`src/rtl/ltdc_pkg.sv`:
```
// Shared types and constants of the load tuning deadband controller.
// Holds the command and status structs that join controller and datapath.
// No dependencies; the datapath, controller and top level refer to it by scoped names.
package ltdc_pkg;

	// Field widths fixed by the item format.
	localparam int VOLT_W = 13;
	localparam int SAMPLE_W = 14;
	localparam int WIPER_W = 9;
	localparam int RES_W = 20;
	localparam int PWR_W = 32;
	localparam int CNT_W = 32;
	localparam int CFG_W = 13;

	// Shared divider sizes: the widest numerator is v*v*10^6, the widest
	// denominator is r1 + 10^6.
	localparam int DIV_NUM_W = 46;
	localparam int DIV_DEN_W = 21;

	// Fixed point widths of the calibration quadratic (24 fraction bits).
	localparam int Q_W = 52;
	localparam int A_W = 26;
	localparam int B_W = 35;

	// Model constants.
	localparam logic [WIPER_W-1:0] HI_START = 9'd232;
	localparam logic [9:0] HI_SPAN = 10'd488;
	localparam int ONE_MILLION = 1000000;
	localparam int R_HI_SCALE = 94300;

	// Quadratic coefficients in Q24, rounded to nearest.
	localparam logic signed [A_W-1:0] LO_A = 26'sd20590174;
	localparam logic signed [B_W-1:0] LO_B = -35'sd7128382387;
	localparam logic signed [Q_W-1:0] LO_C = 52'sd468368867983;
	localparam logic signed [A_W-1:0] HI_A = 26'sd169279;
	localparam logic signed [B_W-1:0] HI_B = -35'sd9909141;
	localparam logic signed [Q_W-1:0] HI_C = -52'sd36709857231;

	// Register reset values.
	localparam logic [12:0] TARGET_RST = 13'd1800;
	localparam logic [9:0] BAND_RST = 10'd50;
	localparam logic [9:0] SDIV_RST = 10'd50;
	localparam logic [12:0] THR_RST = 13'd2000;

	// Configuration register indexes.
	typedef enum logic [1:0] {
		CFG_TARGET = 2'd0,
		CFG_BAND = 2'd1,
		CFG_SDIV = 2'd2,
		CFG_THR = 2'd3
	} cfg_idx_t;

	// Datapath commands issued by the controller.
	typedef enum logic [3:0] {
		CMD_NONE,
		CMD_CAPTURE,
		CMD_MUL1,
		CMD_MUL2,
		CMD_BASE,
		CMD_QUAD,
		CMD_RES,
		CMD_PWR,
		CMD_FIN
	} cmd_t;

	// Operand selection for the shared divider.
	typedef enum logic [1:0] {
		DIV_BASE,
		DIV_PWR,
		DIV_STEP
	} div_sel_t;

	typedef struct packed {
		cmd_t cmd;
		logic div_start;
		div_sel_t div_sel;
	} ctrl_t;

	typedef struct packed {
		logic op_load;
		logic is_hi;
		logic need_step;
		logic div_busy;
	} status_t;

endpackage

```
`src/rtl/ltdc_in_if.sv`:
```
// Input channel of the controller: valid/ready handshake and item payload.
// Depends on nothing.
interface ltdc_in_if;
	logic valid;
	logic ready;
	logic op;
	logic signed [13:0] sample_mv;
	logic [8:0] wiper_value;

	modport source(output valid, output op, output sample_mv, output wiper_value, input ready);
	modport sink(input valid, input op, input sample_mv, input wiper_value, output ready);
endinterface

```
`src/rtl/ltdc_out_if.sv`:
```
// Result channel of the controller: valid/ready handshake and result payload.
// Depends on nothing.
interface ltdc_out_if;
	logic valid;
	logic ready;
	logic [12:0] voltage_mv;
	logic [19:0] resistance_ohm;
	logic [31:0] power_pw;
	logic [8:0] wiper;
	logic [31:0] above_count;
	logic [12:0] peak_mv;

	modport source(output valid, output voltage_mv, output resistance_ohm, output power_pw,
		output wiper, output above_count, output peak_mv, input ready);
	modport sink(input valid, input voltage_mv, input resistance_ohm, input power_pw,
		input wiper, input above_count, input peak_mv, output ready);
endinterface

```
`src/rtl/ltdc_div.sv`:
```
// Iterative restoring divider, one quotient bit per cycle.
// Depends on nothing; shared by the datapath for all three divisions.
module ltdc_div #(
	parameter int NUM_W = 46,
	parameter int DEN_W = 21
) (
	input logic clk,
	input logic arst_n,
	input logic start,
	input logic [NUM_W-1:0] num,
	input logic [DEN_W-1:0] den,
	output logic busy,
	output logic [NUM_W-1:0] quo
);

	localparam int CNT_W = $clog2(NUM_W + 1);

	logic busy_q;
	logic [CNT_W-1:0] cnt_q;
	logic [DEN_W-1:0] rem_q;
	logic [DEN_W-1:0] den_q;
	logic [NUM_W-1:0] quo_q;
	logic [DEN_W:0] trial;
	logic take;

	// Bring down the next numerator bit and try the subtraction.
	assign trial = {rem_q, quo_q[NUM_W-1]};
	assign take = trial >= {1'b0, den_q};

	// Control: busy from a start until the counter, loaded with NUM_W, runs down.
	always_ff @(posedge clk or negedge arst_n) begin
		if (!arst_n) begin
			busy_q <= 1'b0;
			cnt_q <= '0;
		end else if (start) begin
			busy_q <= 1'b1;
			cnt_q <= CNT_W'(NUM_W);
		end else if (busy_q) begin
			cnt_q <= cnt_q - CNT_W'(1);
			if (cnt_q == CNT_W'(1)) begin
				busy_q <= 1'b0;
			end
		end
	end

	// Remainder and shifting numerator/quotient word.
	always_ff @(posedge clk) begin
		if (start) begin
			rem_q <= '0;
			den_q <= den;
			quo_q <= num;
		end else if (busy_q) begin
			rem_q <= take ? DEN_W'(trial - {1'b0, den_q}) : DEN_W'(trial);
			quo_q <= {quo_q[NUM_W-2:0], take};
		end
	end

	assign busy = busy_q;
	assign quo = quo_q;

	// A start always opens a busy period.
	a_start_busy: assert property (@(posedge clk) disable iff (!arst_n)
		start |=> busy_q)
		else $error("divider not busy after start");

	// The unit never becomes busy without a start.
	a_idle_cnt: assert property (@(posedge clk) disable iff (!arst_n)
		(!busy_q && !start) |=> (!busy_q || $past(start)))
		else $error("divider became busy without a start");

	// The partial remainder stays below the divisor.
	a_rem_bound: assert property (@(posedge clk) disable iff (!arst_n)
		(busy_q && den_q != '0) |-> (rem_q < den_q))
		else $error("divider remainder out of range");

endmodule

```
`src/rtl/ltdc_datapath.sv`:
```
// Datapath: configuration and state registers, multipliers, quadratic,
// deadband logic and the shared divider. Depends on ltdc_pkg and ltdc_div.
module ltdc_datapath #(
	parameter int WIPER_MAX = 487
) (
	input logic clk,
	input logic arst_n,
	input ltdc_pkg::ctrl_t ctrl,
	output ltdc_pkg::status_t status,
	input logic cfg_we,
	input logic [1:0] cfg_idx,
	input logic [ltdc_pkg::CFG_W-1:0] cfg_wdata,
	input logic in_op,
	input logic signed [13:0] in_sample_mv,
	input logic [8:0] in_wiper_value,
	output logic [12:0] voltage_mv,
	output logic [19:0] resistance_ohm,
	output logic [31:0] power_pw,
	output logic [8:0] wiper,
	output logic [31:0] above_count,
	output logic [12:0] peak_mv
);

	localparam logic [8:0] WMAX = 9'(WIPER_MAX);
	localparam int QW = ltdc_pkg::Q_W;
	localparam int NW = ltdc_pkg::DIV_NUM_W;
	localparam int DW = ltdc_pkg::DIV_DEN_W;

	// Configuration registers.
	logic [12:0] target_q;
	logic [9:0] band_q;
	logic [9:0] sdiv_q;
	logic [12:0] thr_q;

	// Architectural state.
	logic [8:0] wiper_q;
	logic [31:0] count_q;
	logic [12:0] peak_q;
	logic [12:0] last_q;

	// Working registers of one item.
	logic op_q;
	logic [8:0] wv_q;
	logic [12:0] v_q;
	logic [25:0] vv_q;
	logic [17:0] pp_q;
	logic signed [QW-1:0] bp_q;
	logic [19:0] base_lo_q;
	logic [17:0] r1_q;
	logic [45:0] pnum_q;
	logic signed [QW-1:0] ap_q;
	logic [37:0] bnum_q;
	logic [20:0] bden_q;
	logic [19:0] base_q;
	logic signed [QW-1:0] quad_q;
	logic [19:0] res_q;
	logic [31:0] pwr_q;

	// Result registers.
	logic [12:0] o_volt_q;
	logic [19:0] o_res_q;
	logic [31:0] o_pwr_q;
	logic [8:0] o_wiper_q;
	logic [31:0] o_cnt_q;
	logic [12:0] o_peak_q;

	// Combinational terms.
	logic is_hi;
	logic signed [ltdc_pkg::A_W-1:0] coef_a;
	logic signed [ltdc_pkg::B_W-1:0] coef_b;
	logic signed [QW-1:0] coef_c;
	logic signed [ltdc_pkg::B_W+9:0] bp_full;
	logic signed [ltdc_pkg::A_W+18:0] ap_full;
	logic [8:0] lo_fac;
	logic [28:0] blo_prod;
	logic [9:0] hi_fac;
	logic [26:0] r1_prod;
	logic signed [QW-1:0] rq;
	logic [13:0] upper;
	logic [12:0] lower;
	logic go_up;
	logic go_dn;
	logic [13:0] step_num;
	logic [9:0] sdiv_eff;
	logic [13:0] step;
	logic [14:0] up_sum;
	logic [8:0] wiper_step;
	logic [31:0] cnt_next;
	logic [12:0] peak_next;
	logic [8:0] wv_sat;
	logic [NW-1:0] div_num;
	logic [DW-1:0] div_den;
	logic div_busy;
	logic [NW-1:0] div_quo;

	// Segment selection and coefficients of the resistance model.
	assign is_hi = wiper_q >= ltdc_pkg::HI_START;
	assign coef_a = is_hi ? ltdc_pkg::HI_A : ltdc_pkg::LO_A;
	assign coef_b = is_hi ? ltdc_pkg::HI_B : ltdc_pkg::LO_B;
	assign coef_c = is_hi ? ltdc_pkg::HI_C : ltdc_pkg::LO_C;

	assign bp_full = coef_b * $signed({1'b0, wiper_q});
	assign ap_full = coef_a * $signed({1'b0, pp_q});
	assign lo_fac = 9'd256 - wiper_q;
	assign blo_prod = {20'd0, lo_fac} * 29'(ltdc_pkg::ONE_MILLION);
	assign hi_fac = ({1'b0, wiper_q} <= ltdc_pkg::HI_SPAN) ?
		(ltdc_pkg::HI_SPAN - {1'b0, wiper_q}) : 10'd0;
	assign r1_prod = {17'd0, hi_fac} * 27'(ltdc_pkg::R_HI_SCALE);

	// Fixed point resistance before truncation.
	assign rq = $signed({8'd0, base_q, 24'd0}) - quad_q;

	// Deadband limits and step numerator.
	assign upper = {1'b0, target_q} + {4'd0, band_q};
	assign lower = (target_q >= {3'd0, band_q}) ? (target_q - {3'd0, band_q}) : 13'd0;
	assign go_up = {1'b0, v_q} > upper;
	assign go_dn = v_q < lower;
	assign step_num = go_up ? ({1'b0, v_q} - upper) : {1'b0, lower - v_q};
	assign sdiv_eff = (sdiv_q == 10'd0) ? 10'd1 : sdiv_q;

	// New wiper position after a deadband step of at least one.
	assign step = (div_quo[13:0] == 14'd0) ? 14'd1 : div_quo[13:0];
	assign up_sum = {6'd0, wiper_q} + {1'b0, step};
	always_comb begin
		wiper_step = wiper_q;
		if (go_up) begin
			wiper_step = (up_sum >= 15'(WIPER_MAX)) ? WMAX : up_sum[8:0];
		end else if (go_dn) begin
			wiper_step = ({5'd0, wiper_q} <= step) ? 9'd0 : (wiper_q - step[8:0]);
		end
	end

	// Count and peak, cleared while the wiper sits at zero.
	always_comb begin
		cnt_next = (v_q > thr_q) ? (count_q + 32'd1) : count_q;
		peak_next = (peak_q < v_q) ? v_q : peak_q;
		if (wiper_q == 9'd0) begin
			cnt_next = '0;
			peak_next = '0;
		end
	end

	assign wv_sat = (wv_q > WMAX) ? WMAX : wv_q;

	// Divider operand selection.
	always_comb begin
		case (ctrl.div_sel)
			ltdc_pkg::DIV_BASE: begin
				div_num = {8'd0, bnum_q};
				div_den = bden_q;
			end
			ltdc_pkg::DIV_PWR: begin
				div_num = pnum_q;
				div_den = {1'b0, res_q};
			end
			ltdc_pkg::DIV_STEP: begin
				div_num = {32'd0, step_num};
				div_den = {11'd0, sdiv_eff};
			end
			default: begin
				div_num = pnum_q;
				div_den = {1'b0, res_q};
			end
		endcase
	end

	ltdc_div #(
		.NUM_W(NW),
		.DEN_W(DW)
	) u_div (
		.clk(clk),
		.arst_n(arst_n),
		.start(ctrl.div_start),
		.num(div_num),
		.den(div_den),
		.busy(div_busy),
		.quo(div_quo)
	);

	// Configuration and architectural state.
	always_ff @(posedge clk or negedge arst_n) begin
		if (!arst_n) begin
			target_q <= ltdc_pkg::TARGET_RST;
			band_q <= ltdc_pkg::BAND_RST;
			sdiv_q <= ltdc_pkg::SDIV_RST;
			thr_q <= ltdc_pkg::THR_RST;
			wiper_q <= '0;
			count_q <= '0;
			peak_q <= '0;
			last_q <= '0;
		end else begin
			if (cfg_we) begin
				case (cfg_idx)
					ltdc_pkg::CFG_TARGET: target_q <= cfg_wdata;
					ltdc_pkg::CFG_BAND: band_q <= cfg_wdata[9:0];
					ltdc_pkg::CFG_SDIV: sdiv_q <= cfg_wdata[9:0];
					ltdc_pkg::CFG_THR: thr_q <= cfg_wdata;
					default: target_q <= target_q;
				endcase
			end
			if (ctrl.cmd == ltdc_pkg::CMD_FIN) begin
				if (op_q) begin
					wiper_q <= wv_sat;
				end else begin
					wiper_q <= wiper_step;
					count_q <= cnt_next;
					peak_q <= peak_next;
					last_q <= v_q;
				end
			end
		end
	end

	// Working and result registers, stepped by command.
	always_ff @(posedge clk) begin
		case (ctrl.cmd)
			ltdc_pkg::CMD_CAPTURE: begin
				op_q <= in_op;
				wv_q <= in_wiper_value;
				v_q <= in_sample_mv[13] ? 13'd0 : in_sample_mv[12:0];
			end
			ltdc_pkg::CMD_MUL1: begin
				vv_q <= {13'd0, v_q} * {13'd0, v_q};
				pp_q <= {9'd0, wiper_q} * {9'd0, wiper_q};
				bp_q <= QW'(bp_full);
				base_lo_q <= blo_prod[27:8];
				r1_q <= r1_prod[25:8];
			end
			ltdc_pkg::CMD_MUL2: begin
				pnum_q <= {20'd0, vv_q} * 46'(ltdc_pkg::ONE_MILLION);
				ap_q <= QW'(ap_full);
				bnum_q <= {20'd0, r1_q} * 38'(ltdc_pkg::ONE_MILLION);
				bden_q <= {3'd0, r1_q} + 21'(ltdc_pkg::ONE_MILLION);
			end
			ltdc_pkg::CMD_BASE: begin
				base_q <= is_hi ? div_quo[19:0] : base_lo_q;
			end
			ltdc_pkg::CMD_QUAD: begin
				quad_q <= ap_q + bp_q + coef_c;
			end
			ltdc_pkg::CMD_RES: begin
				// Non-positive values clamp to zero; large values saturate.
				if (rq[QW-1] || rq == '0) begin
					res_q <= '0;
				end else if (|rq[QW-1:44]) begin
					res_q <= '1;
				end else begin
					res_q <= rq[43:24];
				end
			end
			ltdc_pkg::CMD_PWR: begin
				if (res_q == '0 || (|div_quo[45:32])) begin
					pwr_q <= '1;
				end else begin
					pwr_q <= div_quo[31:0];
				end
			end
			ltdc_pkg::CMD_FIN: begin
				if (op_q) begin
					o_volt_q <= last_q;
					o_res_q <= '0;
					o_pwr_q <= '0;
					o_wiper_q <= wv_sat;
					o_cnt_q <= count_q;
					o_peak_q <= peak_q;
				end else begin
					o_volt_q <= v_q;
					o_res_q <= res_q;
					o_pwr_q <= pwr_q;
					o_wiper_q <= wiper_step;
					o_cnt_q <= cnt_next;
					o_peak_q <= peak_next;
				end
			end
			default: begin
				op_q <= op_q;
			end
		endcase
	end

	assign status.op_load = op_q;
	assign status.is_hi = is_hi;
	assign status.need_step = go_up | go_dn;
	assign status.div_busy = div_busy;

	assign voltage_mv = o_volt_q;
	assign resistance_ohm = o_res_q;
	assign power_pw = o_pwr_q;
	assign wiper = o_wiper_q;
	assign above_count = o_cnt_q;
	assign peak_mv = o_peak_q;

	// The wiper never leaves its range.
	a_wiper_range: assert property (@(posedge clk) disable iff (!arst_n)
		wiper_q <= WMAX)
		else $error("wiper position above its maximum");

	// A sample taken with the wiper at zero leaves count and peak cleared.
	a_zero_clear: assert property (@(posedge clk) disable iff (!arst_n)
		(ctrl.cmd == ltdc_pkg::CMD_FIN && !op_q && wiper_q == 9'd0)
		|=> (count_q == '0 && peak_q == '0))
		else $error("count or peak not cleared at zero wiper");

	// Commands that read the divider never arrive while it is busy.
	a_div_read: assert property (@(posedge clk) disable iff (!arst_n)
		(ctrl.cmd == ltdc_pkg::CMD_BASE || ctrl.cmd == ltdc_pkg::CMD_PWR
		|| ctrl.cmd == ltdc_pkg::CMD_FIN) |-> !div_busy)
		else $error("divider result read while busy");

endmodule

```
`src/rtl/ltdc_ctrl.sv`:
```
// Controller: sequences the datapath for one item and owns the handshakes.
// Depends on ltdc_pkg.
module ltdc_ctrl (
	input logic clk,
	input logic arst_n,
	input logic in_valid,
	output logic in_ready,
	output logic out_valid,
	input logic out_ready,
	input ltdc_pkg::status_t status,
	output ltdc_pkg::ctrl_t ctrl
);

	typedef enum logic [3:0] {
		S_IDLE,
		S_MUL1,
		S_MUL2,
		S_BDIV,
		S_BWAIT,
		S_BASE,
		S_QUAD,
		S_RES,
		S_PDIV,
		S_PWAIT,
		S_PWR,
		S_SDIV,
		S_SWAIT,
		S_FIN
	} state_t;

	state_t state_q;
	state_t state_d;
	logic out_valid_q;
	logic fin_ok;

	// A result may be written once the output register is free or drains.
	assign fin_ok = !out_valid_q || out_ready;

	// Next state and command decode.
	always_comb begin
		state_d = state_q;
		ctrl.cmd = ltdc_pkg::CMD_NONE;
		ctrl.div_start = 1'b0;
		ctrl.div_sel = ltdc_pkg::DIV_BASE;
		case (state_q)
			S_IDLE: begin
				if (in_valid) begin
					ctrl.cmd = ltdc_pkg::CMD_CAPTURE;
					state_d = S_MUL1;
				end
			end
			S_MUL1: begin
				if (status.op_load) begin
					state_d = S_FIN;
				end else begin
					ctrl.cmd = ltdc_pkg::CMD_MUL1;
					state_d = S_MUL2;
				end
			end
			S_MUL2: begin
				ctrl.cmd = ltdc_pkg::CMD_MUL2;
				state_d = status.is_hi ? S_BDIV : S_BASE;
			end
			S_BDIV: begin
				ctrl.div_start = 1'b1;
				ctrl.div_sel = ltdc_pkg::DIV_BASE;
				state_d = S_BWAIT;
			end
			S_BWAIT: begin
				ctrl.div_sel = ltdc_pkg::DIV_BASE;
				if (!status.div_busy) begin
					state_d = S_BASE;
				end
			end
			S_BASE: begin
				ctrl.cmd = ltdc_pkg::CMD_BASE;
				state_d = S_QUAD;
			end
			S_QUAD: begin
				ctrl.cmd = ltdc_pkg::CMD_QUAD;
				state_d = S_RES;
			end
			S_RES: begin
				ctrl.cmd = ltdc_pkg::CMD_RES;
				state_d = S_PDIV;
			end
			S_PDIV: begin
				ctrl.div_start = 1'b1;
				ctrl.div_sel = ltdc_pkg::DIV_PWR;
				state_d = S_PWAIT;
			end
			S_PWAIT: begin
				ctrl.div_sel = ltdc_pkg::DIV_PWR;
				if (!status.div_busy) begin
					state_d = S_PWR;
				end
			end
			S_PWR: begin
				ctrl.cmd = ltdc_pkg::CMD_PWR;
				state_d = status.need_step ? S_SDIV : S_FIN;
			end
			S_SDIV: begin
				ctrl.div_start = 1'b1;
				ctrl.div_sel = ltdc_pkg::DIV_STEP;
				state_d = S_SWAIT;
			end
			S_SWAIT: begin
				ctrl.div_sel = ltdc_pkg::DIV_STEP;
				if (!status.div_busy) begin
					state_d = S_FIN;
				end
			end
			S_FIN: begin
				if (fin_ok) begin
					ctrl.cmd = ltdc_pkg::CMD_FIN;
					state_d = S_IDLE;
				end
			end
			default: begin
				state_d = S_IDLE;
			end
		endcase
	end

	// State and the result valid flag.
	always_ff @(posedge clk or negedge arst_n) begin
		if (!arst_n) begin
			state_q <= S_IDLE;
			out_valid_q <= 1'b0;
		end else begin
			state_q <= state_d;
			if (ctrl.cmd == ltdc_pkg::CMD_FIN) begin
				out_valid_q <= 1'b1;
			end else if (out_ready) begin
				out_valid_q <= 1'b0;
			end
		end
	end

	assign in_ready = (state_q == S_IDLE);
	assign out_valid = out_valid_q;

	// The divider is only started when it is free.
	a_start_free: assert property (@(posedge clk) disable iff (!arst_n)
		ctrl.div_start |-> !status.div_busy)
		else $error("divider started while busy");

	// Finishing an item always presents a result.
	a_fin_valid: assert property (@(posedge clk) disable iff (!arst_n)
		(ctrl.cmd == ltdc_pkg::CMD_FIN) |=> out_valid_q)
		else $error("finished item not presented");

	// A pending result is never overwritten before its transfer.
	a_no_overwrite: assert property (@(posedge clk) disable iff (!arst_n)
		(ctrl.cmd == ltdc_pkg::CMD_FIN) |-> (!out_valid_q || out_ready))
		else $error("result overwritten before transfer");

endmodule

```
`src/rtl/load_tuning_deadband_controller_unit.sv`:
```
// Sequence: a wiper load is captured and goes straight to the result register. A sample
// runs the multiplies, base, quadratic, resistance and power steps; the power always takes
// a divider pass, the base one when the wiper is at 232 or above, and the step one when the
// voltage is outside the deadband; all use the shared bit-serial divider (46 bits, one a cycle).
// Throughput: one item at a time; the next is taken while a result waits.
// Reset (arst_n, asynchronous): configuration registers to their defaults, state to zero.
module load_tuning_deadband_controller_unit #(
	parameter int WIPER_MAX = 487
) (
	input logic clk,
	input logic arst_n,
	ltdc_in_if.sink items,
	ltdc_out_if.source results,
	input logic cfg_we,
	input logic [1:0] cfg_idx,
	input logic [ltdc_pkg::CFG_W-1:0] cfg_wdata
);

	ltdc_pkg::ctrl_t ctrl;
	ltdc_pkg::status_t status;

	// Sequencer.
	ltdc_ctrl u_ctrl (
		.clk(clk),
		.arst_n(arst_n),
		.in_valid(items.valid),
		.in_ready(items.ready),
		.out_valid(results.valid),
		.out_ready(results.ready),
		.status(status),
		.ctrl(ctrl)
	);

	// Arithmetic and state.
	ltdc_datapath #(
		.WIPER_MAX(WIPER_MAX)
	) u_dp (
		.clk(clk),
		.arst_n(arst_n),
		.ctrl(ctrl),
		.status(status),
		.cfg_we(cfg_we),
		.cfg_idx(cfg_idx),
		.cfg_wdata(cfg_wdata),
		.in_op(items.op),
		.in_sample_mv(items.sample_mv),
		.in_wiper_value(items.wiper_value),
		.voltage_mv(results.voltage_mv),
		.resistance_ohm(results.resistance_ohm),
		.power_pw(results.power_pw),
		.wiper(results.wiper),
		.above_count(results.above_count),
		.peak_mv(results.peak_mv)
	);

endmodule
```
`src/flat_wrapper.sv`:
```
// flat-port wrapper written by rule: the top's interface ports become plain ports
module load_tuning_deadband_controller_unit_flat 
#(
	parameter int WIPER_MAX = 487
)
  (clk, arst_n, cfg_we, cfg_idx, cfg_wdata, items_valid, items_op, items_sample_mv, items_wiper_value, items_ready, results_valid, results_voltage_mv, results_resistance_ohm, results_power_pw, results_wiper, results_above_count, results_peak_mv, results_ready);
  ltdc_in_if items_i ();
  ltdc_out_if results_i ();
  input logic clk;
  input logic arst_n;
  input logic cfg_we;
  input logic [1:0] cfg_idx;
  input logic [ltdc_pkg::CFG_W-1:0] cfg_wdata;
  input wire logic [$bits(items_i.valid)-1:0] items_valid;
  input wire logic [$bits(items_i.op)-1:0] items_op;
  input wire logic [$bits(items_i.sample_mv)-1:0] items_sample_mv;
  input wire logic [$bits(items_i.wiper_value)-1:0] items_wiper_value;
  output wire logic [$bits(items_i.ready)-1:0] items_ready;
  output wire logic [$bits(results_i.valid)-1:0] results_valid;
  output wire logic [$bits(results_i.voltage_mv)-1:0] results_voltage_mv;
  output wire logic [$bits(results_i.resistance_ohm)-1:0] results_resistance_ohm;
  output wire logic [$bits(results_i.power_pw)-1:0] results_power_pw;
  output wire logic [$bits(results_i.wiper)-1:0] results_wiper;
  output wire logic [$bits(results_i.above_count)-1:0] results_above_count;
  output wire logic [$bits(results_i.peak_mv)-1:0] results_peak_mv;
  input wire logic [$bits(results_i.ready)-1:0] results_ready;
  assign items_i.valid = items_valid;
  assign items_i.op = items_op;
  assign items_i.sample_mv = items_sample_mv;
  assign items_i.wiper_value = items_wiper_value;
  assign items_ready = items_i.ready;
  assign results_valid = results_i.valid;
  assign results_voltage_mv = results_i.voltage_mv;
  assign results_resistance_ohm = results_i.resistance_ohm;
  assign results_power_pw = results_i.power_pw;
  assign results_wiper = results_i.wiper;
  assign results_above_count = results_i.above_count;
  assign results_peak_mv = results_i.peak_mv;
  assign results_i.ready = results_ready;
  load_tuning_deadband_controller_unit #(.WIPER_MAX(WIPER_MAX)) u_core (.clk(clk), .arst_n(arst_n), .items(items_i), .results(results_i), .cfg_we(cfg_we), .cfg_idx(cfg_idx), .cfg_wdata(cfg_wdata));
endmodule
```
`config.mk`:
```
export PLATFORM = sky130hd
export DESIGN_NAME = load_tuning_deadband_controller_unit_flat
export DESIGN_NICKNAME = d
export VERILOG_FILES = /design/src/rtl/ltdc_pkg.sv /design/src/rtl/ltdc_in_if.sv /design/src/rtl/ltdc_out_if.sv /design/src/rtl/ltdc_div.sv /design/src/rtl/ltdc_datapath.sv /design/src/rtl/ltdc_ctrl.sv /design/src/rtl/load_tuning_deadband_controller_unit.sv /design/src/flat_wrapper.sv
export SDC_FILE = /design/constraint.sdc
export NUM_CORES = 2
export LEC_CHECK = 0
export ABC_AREA = 1
export BUFFER_PORTS_ARGS = -buffer_cell sky130_fd_sc_hd__clkbuf_2
export CORE_ASPECT_RATIO = 0.9
export CORE_MARGIN = 1
export CORE_UTILIZATION = 51
export DETAILED_ROUTE_END_ITERATION = 6
export PLACE_DENSITY_LB_ADDON = 0.15
export SLEW_MARGIN = 20
export SYNTH_ARGS = -nofsm -noshare
export SYNTH_HDL_FRONTEND = slang
export SYNTH_HIERARCHICAL = 1
export SYNTH_SLANG_ARGS = --single-unit
```
`constraint.sdc`:
```
create_clock -name clk -period 12.4 [get_ports clk]
set_input_delay 2.48 -clock clk [delete_from_list [all_inputs] [get_ports clk]]
set_output_delay 2.48 -clock clk [all_outputs]
set_load 0.02 [all_outputs]
```
==> impl_metrics.py <==
metrics = {
    "yosys": {
        "synth_area_mm2": 0.0791,
        "ys_ff_latch": 734,
        "yosysUniqueCellTypes": 65,
        "seq_area_frac_synth": 0.268,
        "synth_edf_count": 588,
        "syn_inst": 9155,
        "synth_top_cell_by_area": "edfxtp_1",
        "yosysWarnings": 6,
        "ys_async_sr_fraction": 0.170,
        "synth_top_area_share": 0.223,
        "synthTopCellsByArea": "edfxtp_1, fa_1, ha_1, inv_1, nand2_1",
        "syn-mean-instance-area_um2": 8.64,
        "synth_ff_type": "edfxtp_1",
    },
    "setup_path": {
        "start_kind": "flip-flop",
        "slowest_delay_ns": 0.70,
        "critPathMaxFanout": 24,
        "arrival_ns": 9.11,
        "criticalPathCategory": "reg -> reg",
        "end_kind": "flip-flop",
        "critical_path.slowest_cell": "nor2_1",
        "crit_family": "adder cells",
        "critPathBufInv": 8,
        "required_ns": 12.87,
    },
    "timing": {
        "fin_skew_ns": 0.0376,
        "clock.fmax_mhz": 116,
        "rsz0062_at_grt": "no",
        "finalCriticalPeriod_ns": 8.64,
        "finalSetupViolCount": 0,
        "hold_viol_final": 0,
        "tns_ns": 0,
        "fin_crit_sh": 0.697,
        "tightest_slew_ns": 1.16,
        "drv_slew": 0,
        "setup_slack_ns": 3.76,
        "slew_headroom": 0.227,
    },
    "routing": {
        "drcViolationCount": 0,
        "dr.pass1.iters": 6,
        "antenna_left": 0,
        "wl_per_cell_um": 20.5,
        "wirelength_mm": 235,
        "vias_per_cell": 5.33,
        "drt_first_iter_violations": 5133,
        "vias": 61200,
    },
    "global_route": {
        "grt_max_degree": 159,
        "overflow": 0,
        "grt_pass1_vias": 60200,
        "track_usage": 0.301,
        "grt_first_pass_wirelength_mm": 358,
        "antenna_found_initial": 6,
    },
    "final_layout": {
        "area_growth_pct": 8.09,
        "final_util": 0.558,
        "nets": 11100,
        "fill_cells": 14200,
        "drive_above_1_share": 0.0545,
    },
    "die": {
        "die-area_mm2": 0.157,
        "die_height_um": 376,
        "core_area_mm2": 0.153,
        "initial_core_util": 0.516,
        "num_rows": 136,
        "die_w_um": 417,
        "io_pins": 165,
    },
    "clocking": {
        "ctsResizeCount": 0,
        "cts.path.max_buffers": 3,
        "htree_levels": 3,
        "clk_latency_ns": 0.74,
        "cts-root-buf": "clkbuf_16",
        "cts_buffers": 88,
        "postCtsSetupRepairBufs": 0,
        "clkTransAtPathRegs_ns": 0.06,
        "cts_tree": "built",
        "hold_buffers": 0,
        "clkSinkCount": 734,
    },
    "placed_design": {
        "gp_congestion": 0.973,
        "pre_cts_ws_ns": 3.86,
        "io_buffers": 164,
        "dp_hpwl_mm": 196,
    },
    "worst_hold_path": {
        "hold_path.class": "reg -> reg",
    },
    "flow_run": {
        "drv_cap": 0,
    },
    "outcome": {
        "outcome": "completed",
    },
}
[worst paths after layout]
check / startpoint / endpoint / slack [ns] / cells after the start
max in group asynchronous: arst_n / u_core/u_dp/wiper_q[0]$_DFFE_PN0N_ / 9.18 / 2
max reg2reg: u_core/u_dp/wiper_q[0]$_DFFE_PN0N_ / u_core/u_dp/ap_q[34]$_DFFE_PN_ / 3.76 / 29
max: u_core/u_dp/wiper_q[0]$_DFFE_PN0N_ / u_core/u_dp/ap_q[34]$_DFFE_PN_ / 3.76 / 29
min: u_core/u_dp/last_q[11]$_DFFE_PN0N_ / u_core/u_dp/last_q[11]$_DFFE_PN0N_ / 0.47 / 2
min in group asynchronous: arst_n / u_core/u_dp/sdiv_q[7]$_DFFE_PN0P_ / 1.75 / 1
min reg2reg: u_core/u_dp/last_q[11]$_DFFE_PN0N_ / u_core/u_dp/last_q[11]$_DFFE_PN0N_ / 0.47 / 2
[logic make-up after synthesis]
group / share of synthesized area
buffers and inverters: 0.107
XOR/XNOR: 0.0381
AND/OR/NAND/NOR: 0.158
other: 0.0000949
flip-flops: 0.268
AO/OA/AOI/OAI: 0.0775
adder cells (fa/ha/maj): 0.351
[state kept, by name, summed over array words and instances, names as in the netlist, 21 cells and up]
name,flops
u_core/u_dp/bden_q,21
u_core/u_dp/u_div/quo,46
u_core/u_dp/bnum_q,29
u_core/u_dp/u_div/den_q,21
u_core/u_dp/power_pw,32
u_core/u_dp/quad_q,52
u_core/u_dp/count_q,32
u_core/u_dp/bp_q,43
u_core/u_dp/ap_q,43
u_core/u_dp/pwr_q,32
u_core/u_dp/pnum_q,39
u_core/u_dp/above_count,32
u_core/u_dp/u_div/rem_q,21
u_core/u_dp/vv_q,25
[per-stage QoR]
step	hold WS [ns]	instances	cell area, um^2
CTS	0.469	11500	85500
floorplan	0.442	9196	79300
detailed placement	0.459	11300	82500
global placement	0.453	11300	82500
finish	0.472	11500	85500
global route	0.492	11500	85500
[Yosys cell counts (all sizes together) (2+ instances only)]
cell / instances
nor3b: 6
a31oi: 59
o2111ai: 2
o211ai: 28
o221ai: 12
and3: 7
a21boi: 10
edfxtp: 588
a22o: 24
nand4: 77
nor3: 88
fa: 768
xnor2: 111
and2: 11
dfxtp: 21
nor2: 696
o21a: 17
a211oi: 9
o41ai: 3
nand3b: 22
conb: 2
inv: 2058
buf: 38
clkbuf: 119
a31o: 2
o21bai: 32
or2: 20
xor2: 233
a21oi: 416
a22oi: 18
a21o: 29
nor4: 24
dfrtp: 109
dfstp: 16
nand3: 284
clkinv: 10
o31ai: 11
nand2: 1768
ha: 990
o22ai: 9
a221oi: 5
o21ai: 395
[final cells by class]
| cell class | count | area (um^2) | share of cell area |
|---|---|---|---|
| diodes | 1 | 2.50 | 0.0000293 |
| clock buffers | 107 | 2330 | 0.0273 |
| clock inverters | 54 | 671 | 0.00784 |
| inverters | 2068 | 7760 | 0.0907 |
| multi-input cells | 6237 | 49700 | 0.581 |
| flip-flops and latches | 734 | 21200 | 0.248 |
| well taps | 2070 | 2590 | 0.0303 |
| repair buffers | 218 | 1240 | 0.0146 |
[layer usage]
layer / vias to the layer above / routed length (um) / track usage
li1: 29300 / - / -
met1: 29700 / 108000 / 0.438
met2: 1937 / 103000 / 0.461
met3: 283 / 17200 / 0.0504
met4: 2 / 6670 / 0.0829
met5: - / 13 / 0
[worst min-delay path, cell delays in order, from the launching register on]
cell and delay (ns):
dfrtp_1 0.34, nand2_1 0.05, nand2_1 0.05
[cells in the final DEF, fill, tap and decap left out, types with 16 or more instances in the layout]
master	count
nor2_1	654
nand4_1	75
o21a_1	17
nand3b_1	22
nand2_1	1740
a22o_1	24
nor2_2	30
buf_4	53
o21bai_1	32
clkbuf_2	163
edfxtp_1	588
a21o_1	29
inv_1	2049
a22oi_1	18
a31oi_1	59
or2_2	20
nor3_1	77
xnor2_1	111
fa_1	768
a21oi_1	412
dfrtp_1	108
dfstp_2	16
o21ai_0	376
nand2_2	24
nor4_1	24
o21ai_1	19
dfxtp_1	21
ha_1	990
o211ai_1	28
nand3_1	270
clkinv_1	16
conb_1	43
clkbuf_16	89
xor2_1	233
Power is not shown: default switching activity piles up to over one toggle a cycle in this logic, so the estimate is an artifact.
